<file path="src/rtl/lidd_pkg.sv">
package lidd_pkg;

    localparam int CAPACITY = 32;
    localparam int ADDR_W   = (CAPACITY > 1) ? $clog2(CAPACITY) : 1;
    localparam int CNT_W    = $clog2(CAPACITY + 1);

    typedef enum logic [1:0] {
        CMD_PUSH_FRONT = 2'd0,
        CMD_PUSH_BACK  = 2'd1,
        CMD_DELETE     = 2'd2,
        CMD_NOP        = 2'd3
    } cmd_t;

    typedef struct packed {
        logic [31:0] value;
        logic        last;
        logic        empty;
        logic        dropped;
    } out_beat_t;

    // Slot arithmetic of the ring: both operands below CAPACITY.
    function automatic logic [ADDR_W-1:0] ring_add(input logic [ADDR_W-1:0] a,
                                                   input logic [ADDR_W-1:0] b);
        logic [ADDR_W:0] sum;
        sum = {1'b0, a} + {1'b0, b};
        if (sum >= (ADDR_W+1)'(CAPACITY)) begin
            sum = sum - (ADDR_W+1)'(CAPACITY);
        end
        return sum[ADDR_W-1:0];
    endfunction

    function automatic logic [ADDR_W-1:0] ring_dec(input logic [ADDR_W-1:0] a);
        logic [ADDR_W-1:0] r;
        if (a == '0) begin
            r = ADDR_W'(CAPACITY - 1);
        end else begin
            r = a - ADDR_W'(1);
        end
        return r;
    endfunction

endpackage

</file>
<file path="src/rtl/list_insert_delete_dump.sv">
// Ordered list of signed 32-bit values, up to CAPACITY entries, in a ring buffer.
// Input beat (s_*): one command, cmd 0 push front, 1 push back, 2 delete at
// position, 3 no change. s_tready is high only while the block is idle.
// Output beats (m_*): after each command the whole list is sent front to back,
// m_tlast on the final beat; an empty list sends one beat with list_empty set.
// insert_dropped is set on every beat of a dump whose insert hit a full store.
// Flow: push front and delete of the front entry move the ring pointer directly;
// push back writes behind the last entry. Other deletes walk the entries behind
// the removed one through the memory read and write ports, one entry a cycle.
// The dump then reads one entry a cycle through the read port while the output
// buffer has room; m_tvalid rises once the first read lands in that buffer.
// Results sit in a two-beat output buffer, so the block takes the next command
// while the tail of a dump is still waiting; a stalled m_tready pauses memory
// reads without losing beats.
// Reset (aresetn low, synchronous) empties the list and drops buffered beats.
module list_insert_delete_dump
    import lidd_pkg::*;
(
    input  logic        aclk,
    input  logic        aresetn,
    input  logic        s_tvalid,
    output logic        s_tready,
    input  logic [39:0] s_tdata,   // [1:0] cmd, [33:2] operand, [39:34] zero
    output logic        m_tvalid,
    input  logic        m_tready,
    output logic [31:0] m_tdata,   // [31:0] entry_value
    output logic        m_tlast,   // last_of_dump
    output logic [1:0]  m_tuser    // [0] list_empty, [1] insert_dropped
);

    typedef enum logic [1:0] {
        ST_IDLE,
        ST_SHIFT,
        ST_DUMP
    } state_t;

    state_t            state_reg, state_next;
    logic [ADDR_W-1:0] head_reg, head_next;
    logic [CNT_W-1:0]  count_reg, count_next;
    logic [CNT_W-1:0]  idx_reg, idx_next;
    logic              drop_reg, drop_next;
    logic              sp_reg, sp_next;
    logic [ADDR_W-1:0] sdst_reg, sdst_next;
    logic              dv_reg, dv_next;
    logic              dlast_reg, dlast_next;
    logic              dempty_reg, dempty_next;
    logic              ddrop_reg, ddrop_next;
    logic [1:0]        fcnt_reg, fcnt_next;
    out_beat_t         f0_reg, f1_reg;

    logic [31:0]       mem [CAPACITY];
    logic [31:0]       rd_data_reg;
    logic              mem_we;
    logic [ADDR_W-1:0] mem_waddr;
    logic [31:0]       mem_wdata;
    logic              rd_en;
    logic [ADDR_W-1:0] rd_addr;

    logic              s_accept;
    logic              pop;
    logic [2:0]        occ;
    logic              issue_ok;
    cmd_t              cmd;
    logic [31:0]       opnd;
    logic              full;
    logic              pos_ok;
    logic [CNT_W-1:0]  pos_idx;
    logic [CNT_W-1:0]  idx_inc;
    out_beat_t         land;

    assign cmd      = cmd_t'(s_tdata[1:0]);
    assign opnd     = s_tdata[33:2];
    assign s_tready = (state_reg == ST_IDLE);
    assign s_accept = s_tvalid && s_tready;
    assign full     = (count_reg >= CNT_W'(CAPACITY));
    assign pos_ok   = opnd[31] ? (count_reg > CNT_W'(1)) : (opnd < 32'(count_reg));
    assign pos_idx  = opnd[31] ? CNT_W'(1) : opnd[CNT_W-1:0];
    assign idx_inc  = idx_reg + CNT_W'(1);

    assign m_tvalid = (fcnt_reg != 2'd0);
    assign m_tdata  = f0_reg.value;
    assign m_tlast  = f0_reg.last;
    assign m_tuser  = {f0_reg.dropped, f0_reg.empty};
    assign pop      = m_tvalid && m_tready;

    // Occupancy once the read in flight lands and this cycle's pop leaves.
    assign occ      = {1'b0, fcnt_reg} + {2'b0, dv_reg} - {2'b0, pop};
    assign issue_ok = (occ < 3'd2);

    assign land.value   = dempty_reg ? 32'd0 : rd_data_reg;
    assign land.last    = dlast_reg;
    assign land.empty   = dempty_reg;
    assign land.dropped = ddrop_reg;

    always_comb begin
        state_next  = state_reg;
        head_next   = head_reg;
        count_next  = count_reg;
        idx_next    = idx_reg;
        drop_next   = drop_reg;
        sp_next     = 1'b0;
        sdst_next   = sdst_reg;
        dv_next     = 1'b0;
        dlast_next  = dlast_reg;
        dempty_next = dempty_reg;
        ddrop_next  = ddrop_reg;
        fcnt_next   = occ[1:0];
        rd_en       = 1'b0;
        rd_addr     = '0;
        // complete the pending move of a delete walk
        mem_we      = sp_reg;
        mem_waddr   = sdst_reg;
        mem_wdata   = rd_data_reg;

        unique case (state_reg)
            ST_IDLE: begin
                if (s_accept) begin
                    drop_next  = 1'b0;
                    idx_next   = '0;
                    state_next = ST_DUMP;
                    unique case (cmd)
                        CMD_PUSH_FRONT: begin
                            if (full) begin
                                drop_next = 1'b1;
                            end else begin
                                head_next  = ring_dec(head_reg);
                                count_next = count_reg + CNT_W'(1);
                                mem_we     = 1'b1;
                                mem_waddr  = ring_dec(head_reg);
                                mem_wdata  = opnd;
                            end
                        end
                        CMD_PUSH_BACK: begin
                            if (full) begin
                                drop_next = 1'b1;
                            end else begin
                                count_next = count_reg + CNT_W'(1);
                                mem_we     = 1'b1;
                                mem_waddr  = ring_add(head_reg, count_reg[ADDR_W-1:0]);
                                mem_wdata  = opnd;
                            end
                        end
                        CMD_DELETE: begin
                            if (pos_ok) begin
                                if (pos_idx == '0) begin
                                    head_next  = ring_add(head_reg, ADDR_W'(1));
                                    count_next = count_reg - CNT_W'(1);
                                end else begin
                                    idx_next   = pos_idx;
                                    state_next = ST_SHIFT;
                                end
                            end
                        end
                        CMD_NOP: begin
                        end
                    endcase
                end
            end
            ST_SHIFT: begin
                if (idx_inc < count_reg) begin
                    rd_en     = 1'b1;
                    rd_addr   = ring_add(head_reg, idx_inc[ADDR_W-1:0]);
                    sp_next   = 1'b1;
                    sdst_next = ring_add(head_reg, idx_reg[ADDR_W-1:0]);
                    idx_next  = idx_inc;
                end else begin
                    count_next = count_reg - CNT_W'(1);
                    idx_next   = '0;
                    state_next = ST_DUMP;
                end
            end
            ST_DUMP: begin
                if (issue_ok) begin
                    dv_next     = 1'b1;
                    ddrop_next  = drop_reg;
                    dempty_next = (count_reg == '0);
                    dlast_next  = (count_reg == '0) || (idx_inc == count_reg);
                    rd_en       = (count_reg != '0);
                    rd_addr     = ring_add(head_reg, idx_reg[ADDR_W-1:0]);
                    idx_next    = idx_inc;
                    if ((count_reg == '0) || (idx_inc == count_reg)) begin
                        state_next = ST_IDLE;
                    end
                end
            end
        endcase
    end

    always_ff @(posedge aclk) begin
        if (mem_we) begin
            mem[mem_waddr] <= mem_wdata;
        end
        if (rd_en) begin
            rd_data_reg <= mem[rd_addr];
        end
    end

    always_ff @(posedge aclk) begin
        if (!aresetn) begin
            state_reg  <= ST_IDLE;
            head_reg   <= '0;
            count_reg  <= '0;
            idx_reg    <= '0;
            drop_reg   <= 1'b0;
            sp_reg     <= 1'b0;
            dv_reg     <= 1'b0;
            fcnt_reg   <= 2'd0;
        end else begin
            state_reg  <= state_next;
            head_reg   <= head_next;
            count_reg  <= count_next;
            idx_reg    <= idx_next;
            drop_reg   <= drop_next;
            sp_reg     <= sp_next;
            dv_reg     <= dv_next;
            fcnt_reg   <= fcnt_next;
        end
        sdst_reg   <= sdst_next;
        dlast_reg  <= dlast_next;
        dempty_reg <= dempty_next;
        ddrop_reg  <= ddrop_next;
        // drop the landing beat into the front slot if that slot frees up,
        // else advance the buffer on a pop and land behind it
        if (dv_reg && ((fcnt_reg - {1'b0, pop}) == 2'd0)) begin
            f0_reg <= land;
        end else if (pop) begin
            f0_reg <= f1_reg;
        end
        if (dv_reg && ((fcnt_reg - {1'b0, pop}) != 2'd0)) begin
            f1_reg <= land;
        end
    end

endmodule
</file>
<file path="config.mk">
export PLATFORM = sky130hd
export DESIGN_NAME = list_insert_delete_dump
export DESIGN_NICKNAME = d
export VERILOG_FILES = /design/src/rtl/lidd_pkg.sv /design/src/rtl/list_insert_delete_dump.sv
export SDC_FILE = /design/constraint.sdc
export NUM_CORES = 2
export LEC_CHECK = 0
export ABC_AREA = 1
export BUFFER_PORTS_ARGS = -buffer_cell sky130_fd_sc_hd__buf_2
export CAP_MARGIN = 20
export CORE_AREA = 2 2 325 327
export CTS_CLUSTER_DIAMETER = 120
export DETAILED_ROUTE_END_ITERATION = 8
export DIE_AREA = 0 0 327 329
export PLACE_DENSITY = 0.65
export RECOVER_POWER = 50
export REMOVE_ABC_BUFFERS = 1
export SYNTH_ARGS = -nofsm -noshare
export SYNTH_HDL_FRONTEND = slang
export SYNTH_SLANG_ARGS = --single-unit
</file>
<file path="constraint.sdc">
create_clock -name aclk -period 5.45 [get_ports aclk]
set_clock_uncertainty 0.05 [all_clocks]
set_input_delay 0.545 -clock aclk [delete_from_list [all_inputs] [get_ports aclk]]
set_output_delay 0.545 -clock aclk [all_outputs]
set_load 0.005 [all_outputs]
</file>
Word level (Yosys, flattened, before mapping)
Memories as Yosys holds them, arrays and structs flattened. A register that Yosys moved wholly into a read port is not among the register bits.
Index checks and enable logic that the tools add are counted.
Word-level totals
  memories kept: 1
  flip-flop bits (word level): 102
  RAM bits: 1024
  input port bits: 44
  word-level logic and storage cells: 148
Operators by class
  reduce and logical (&&, ||, !) cells: 27
  add/subtract/negate cells: 15
  equal/unequal tests: 16
  $lt $le $gt $ge: 9
  mux-type cells: 60
Memory list
  mem: depth 32, bits a word 32, rd ports 1, clocked after Yosys merged registers in 1, wr ports 1, line list_insert_delete_dump.sv:51  | logic [31:0] mem [CAPACITY];
Operator list (number)
  32-bit 2-to-1 mux: 5
  6-bit 2-to-1 mux: 12
  35-bit 2-to-1 mux: 2
  5-bit 2-to-1 mux: 14
  32-bit by 6-bit less-than comparator with 1-bit output: 1
  6-bit greater-or-equal comparator, second input constant: 5
  5-bit case mux with 2 select lines: 3
  5-bit by 1-bit subtractor with 5-bit output, second input constant: 5
  6-bit case mux with 2 select lines: 2
  5-bit by 5-bit adder with 6-bit output: 3
  6-bit case mux with 3 select lines: 1
  2-bit 2-to-1 mux: 7
  6-bit by 1-bit adder with 6-bit output, second input constant: 2
  6-bit zero test: 2
  1-bit 2-to-1 mux: 12
  2-bit != test, second input constant: 6
  2-bit AND reduction: 6
  2-bit nonzero test: 5
  3-bit != test, second input constant: 3
  7-bit AND reduction: 1
  5-bit by 1-bit adder with 6-bit output, second input constant: 1
  6-bit equality test: 1
  6-bit by 1-bit greater-than comparator with 1-bit output, second input constant: 1
  2-bit zero test: 3
  other kinds (19): 24

Depth between registers and ports, before layout
  word-level depth: 7
  depth in mapped cells: 24

Worst setup path after synthesis
Ideal clock, no wire load.
  path kind: in2reg
  from: in m_tready
  to: reg rd_data_reg[0] (read register of mem), enable pin
  arrival: 3694 ps
  slack: 1274 ps
  library setup time: 432 ps
  stages on the path: 11
  required time: 4968 ps
  cells stage by stage: nand2_1 -> inv_1 -> ha_1 -> inv_1 -> ha_1 -> fa_1 -> inv_1 -> nand4_2 -> inv_1 -> nand2_1 -> a21oi_1
On the way
  longest elaborated chain between the ends: 5
RTL lines
  start: declaration: line list_insert_delete_dump.sv:25  | input logic m_tready,
  1-bit logical AND: line list_insert_delete_dump.sv:84  | assign pop = m_tvalid && m_tready;
  3-bit by 1-bit subtractor with 3-bit output: line list_insert_delete_dump.sv:87  | assign occ = {1'b0, fcnt_reg} + {2'b0, dv_reg} - {2'b0, pop};
  named net occ[1]: line list_insert_delete_dump.sv:61  | logic [2:0] occ;
  3-bit by 2-bit less-than comparator with 1-bit output: line list_insert_delete_dump.sv:88  | assign issue_ok = (occ < 3'd2);
  1-bit 2-to-1 mux: line list_insert_delete_dump.sv:173  | if (issue_ok) begin
  1-bit case mux with 2 select lines: line list_insert_delete_dump.sv:115  | unique case (state_reg)
  named net rd_en: line list_insert_delete_dump.sv:56  | logic rd_en;
  end: declaration: line list_insert_delete_dump.sv:52  | logic [31:0] rd_data_reg;
The timed path passes the listed nets, and every way through them passes these cells.
A chain may end at the register's enable or synchronous reset.

Final worst setup path
  from: reg fcnt_reg[1]
  to: reg f0_reg, in the netlist m_tdata[14] (data pin)
On the way
  longest elaborated chain between the ends: 6
RTL lines
  start: declaration: line list_insert_delete_dump.sv:48  | logic [1:0] fcnt_reg, fcnt_next;
  start signal: assignment: line list_insert_delete_dump.sv:216  | fcnt_reg <= fcnt_next;
  2-bit nonzero test: line list_insert_delete_dump.sv:80  | assign m_tvalid = (fcnt_reg != 2'd0);
  1-bit logical AND: line list_insert_delete_dump.sv:84
  2-bit by 1-bit subtractor with 2-bit output (*): line list_insert_delete_dump.sv:224  | if (dv_reg && ((fcnt_reg - {1'b0, pop}) == 2'd0)) begin
  2-bit zero test (*): line list_insert_delete_dump.sv:224
  1-bit logical AND (*): line list_insert_delete_dump.sv:224
  35-bit 2-to-1 mux (*): line list_insert_delete_dump.sv:224
  end signal: assignment: line list_insert_delete_dump.sv:225  | f0_reg <= land;
  end signal: assignment: line list_insert_delete_dump.sv:227  | f0_reg <= f1_reg;
  end: declaration: line list_insert_delete_dump.sv:49  | out_beat_t f0_reg, f1_reg;
Mark *: on every way between the ends. The rest lies on a longest branch, timed or not.

==> impl_metrics.py <==
metrics = {
    "outcome": {
        "status": "complete, but fails checks",
        "violations": "capacitance limit, slew limit",
    },
    "yosys": {
        "synth_common_cells": "1226 x nand2_1, 1134 x edfxtp_1, 1133 x nand3_1, 644 x inv_1, 205 x buf_2",
        "synth.largest_area_cell": "edfxtp_1",
        "yosysMostFrequentCell": "nand2_1",
        "synth_area_leaders": "edfxtp_1 66%, nand3_1 11%, nand2_1 8.9%",
        "synth_edf_count": 1134,
        "synth_compound_area_share_pct": 1.14,
        "async_reset_ff_share_pct": 0,
        "synth_warnings": 0,
        "yosys-mux-area-fraction_pct": 0,
        "synth_area_sq_mm": 0.0517,
        "synthXorXnorAreaFrac_pct": 0.339,
        "synth-simple-area-share_pct": 23.3,
        "synth_adder_area_share_pct": 1.03,
        "ys_seq_area_share_pct": 66.8,
        "synth-main-ff-cell": "edfxtp_1",
        "ys_types": 34,
        "synth-seq-cells": 1158,
        "syn-mean-instance-area_sq_um": 10.5,
        "synth_top_family_by_area": "simple AND/OR/NAND/NOR gates",
        "synth_cells": 4927,
        "synth_top_area_share_pct": 65.9,
    },
    "floorplan": {
        "fp.dieW_um": 327,
        "core_sq_mm": 0.104,
        "fp.dieH_um": 329,
        "die-area_sq_mm": 0.108,
        "rows": 119,
        "boundaryPins": 81,
        "floorplan.initialDensity_pct": 49.5,
    },
    "clock_network": {
        "path_clk_slew_ns": 0.06,
        "cts_inserted_buffers": 118,
        "clockBufferDepth": 3,
        "post_cts.repair.setup_buffers": 0,
        "cts_tree": "built",
        "postCtsHoldBufs": 0,
        "clkSinkCount": 1158,
        "cts_resized": 0,
        "cts_root_buffer": "clkbuf_16",
        "cts_htree_levels": 3,
        "clk-insertion-delay-late_ns": 0.70,
    },
    "routing": {
        "drt_iter0_drc": 4387,
        "vias_per_cell": 5.64,
        "drc": 0,
        "vias": 36300,
        "ant_nets": 0,
        "firstDrtPassIters": 6,
        "wire_per_inst_um": 22.5,
        "routed_wl_mm": 145,
    },
    "layout": {
        "regArea_sq_mm": 0.0345,
        "layout.nets": 5028,
        "post-route-util_pct": 55.3,
        "drive_gt1_share_pct": 6.92,
        "fill_cells": 8780,
        "stdcell_count": 6435,
        "largest_reg_flops": 1024,
        "area.growth.synth_to_final_pct": 11.7,
        "multiInputGateArea_sq_mm": 0.0137,
        "antennaDiodeCount": 0,
    },
    "timing": {
        "maxSlewViolCount": 153,
        "holdWs_ns": 0.151,
        "setup_viol": 0,
        "worst_slack_ns": 0.670,
        "min_period_ns": 4.78,
        "slew_headroom_pct": -66.2,
        "rsz0062_at_grt": "false",
        "tns_ns": 0,
        "final-hold-violation-count": 0,
        "final.period_utilization_pct": 87.7,
        "fmax_ghz": 0.209,
        "worst_pin_slew_ns": 2.49,
    },
    "setup_path": {
        "path_max_fanout": 36,
        "startpoint": "fcnt_reg[1]",
        "r2r-start": "fcnt_reg[1]",
        "startpoint_type": "register",
        "critical-path-top-delay-family": "buffers and inverters",
        "worstPathCellList": "inv_1, nand2_1, nand2_1, inv_1, ha_1, inv_1, ha_1, nor2_1, nand2_2, clkbuf_1, clkinv_1, clkbuf_1, nand2_1, nand2_1",
        "critPathMostFrequentCell": "nand2_1",
        "r2r-end": "m_tdata[14]",
        "cp.depth": 14,
        "slowest_delay_ns": 1.76,
        "crit_path_end_kind": "register",
        "worst_path_max_delay_cell": "clkbuf_1",
        "worstPathArrival_ns": 5.13,
        "r2r_slack_ns": 0.67,
        "path_buf_inv": 6,
        "worst-setup-path-type": "register to register",
        "rr_worst_depth": 14,
        "crit_required_ns": 5.80,
    },
    "global_route": {
        "grt_pass1_vias": 34000,
        "grt_pass1_wl_mm": 214,
        "grt_max_degree": 202,
        "overflow": 0,
        "antenna_found_initial": 0,
        "grt.total_usage_pct": 26.7,
    },
    "placed_design": {
        "placed_cells": 6197,
        "place_ws_ns": 0.955,
        "hpwlAfterDp_mm": 72.4,
        "globalplace.congestion": 0.853,
        "io_buffers": 74,
    },
    "min_path": {
        "hold_class": "input pin to register",
        "whs_path_depth": 3,
        "min_to": "idx_reg[3]",
        "hp-start": "s_tdata[5]",
    },
    "job": {
        "max-cap-violations": 8,
    },
    "power_and_ir_drop": {
        "pwr_density_cell_mw_per_mm2": 463,
        "peakVddDrop_mv": 1.03,
        "leakagePower_nw": 23.0,
    },
}
[cells in the final DEF (no fill, tap or decap), types with 3 or more instances in the layout]
cell type	instances
nor2_4	32
bufinv_16	7
buf_12	47
xor2_1	15
inv_1	642
nor2_1	86
nand2_1	1223
clkinv_1	26
a21oi_4	4
or2_2	3
inv_6	4
dfxtp_1	24
edfxtp_1	1134
clkinv_2	28
nand3b_1	163
clkinvlp_4	3
a31oi_1	6
o21ai_0	61
buf_2	55
a21oi_1	30
nand4_1	4
clkbuf_1	89
clkbuf_16	121
nor3_1	4
ha_1	36
xnor2_1	5
buf_4	31
nand3_1	1134
fa_1	4
[final cells by class]
type                       instances  share of cell area, %
clock buffer                     154                   5.46
timing repair buffer             190                   2.88
sequential                      1158                   59.8
inverter                         650                   4.25
tap                             1391                   3.02
multi-input combinational       2826                   23.7
clock inverter                    66                  0.897
[per-stage QoR]
step / power [mW] / instance area [sq um]
global route: 27.9 / 57700
detailed placement: 19.1 / 54200
CTS: 26.7 / 57900
global placement: 18.9 / 54200
finish: 26.7 / 57700
floorplan: 15.7 / 50300
[worst max path at each step]
stage                      endpoint  slack [ns]
floorplan            rd_data_reg[0]      -12.76
global placement    rd_data_reg[24]        1.01
detailed placement  rd_data_reg[24]        0.96
CTS                 rd_data_reg[24]        1.10
global route            m_tdata[14]        0.46
finish                  m_tdata[14]        0.67
[tightest hold or removal path, cell delays in order]
cell and delay (ns):
buf_2 0.14, nand3_1 0.09, a31oi_1 0.06
[report_power, final]
group | internal, mW | total [mW] | switching (mW)
clock | 4.39 | 7.77 | 3.38
combinational | 1.82 | 7.76 | 5.94
sequential | 11.0 | 11.2 | 0.172
total | 17.2 | 26.7 | 9.49
[kinds of logic after synthesis]
family          after synthesis
compound gates              110
simple gates               2656
fa+ha+maj                    40
xor+xnor                     20
flops                      1158
buf+inv                     943
[per-layer routing]
| layer | vias up | routed length, um | global-route usage, % |
|---|---|---|---|
| met2 | 1827 | 67400 | 43.0 |
| li1 | 16700 | - | - |
| met1 | 17500 | 58500 | 36.9 |
| met4 | 0 | 4700 | 8.99 |
| met3 | 305 | 14500 | 4.50 |
| met5 | - | 0 | 0 |
Note: power is estimated with default switching activity, not from simulation.
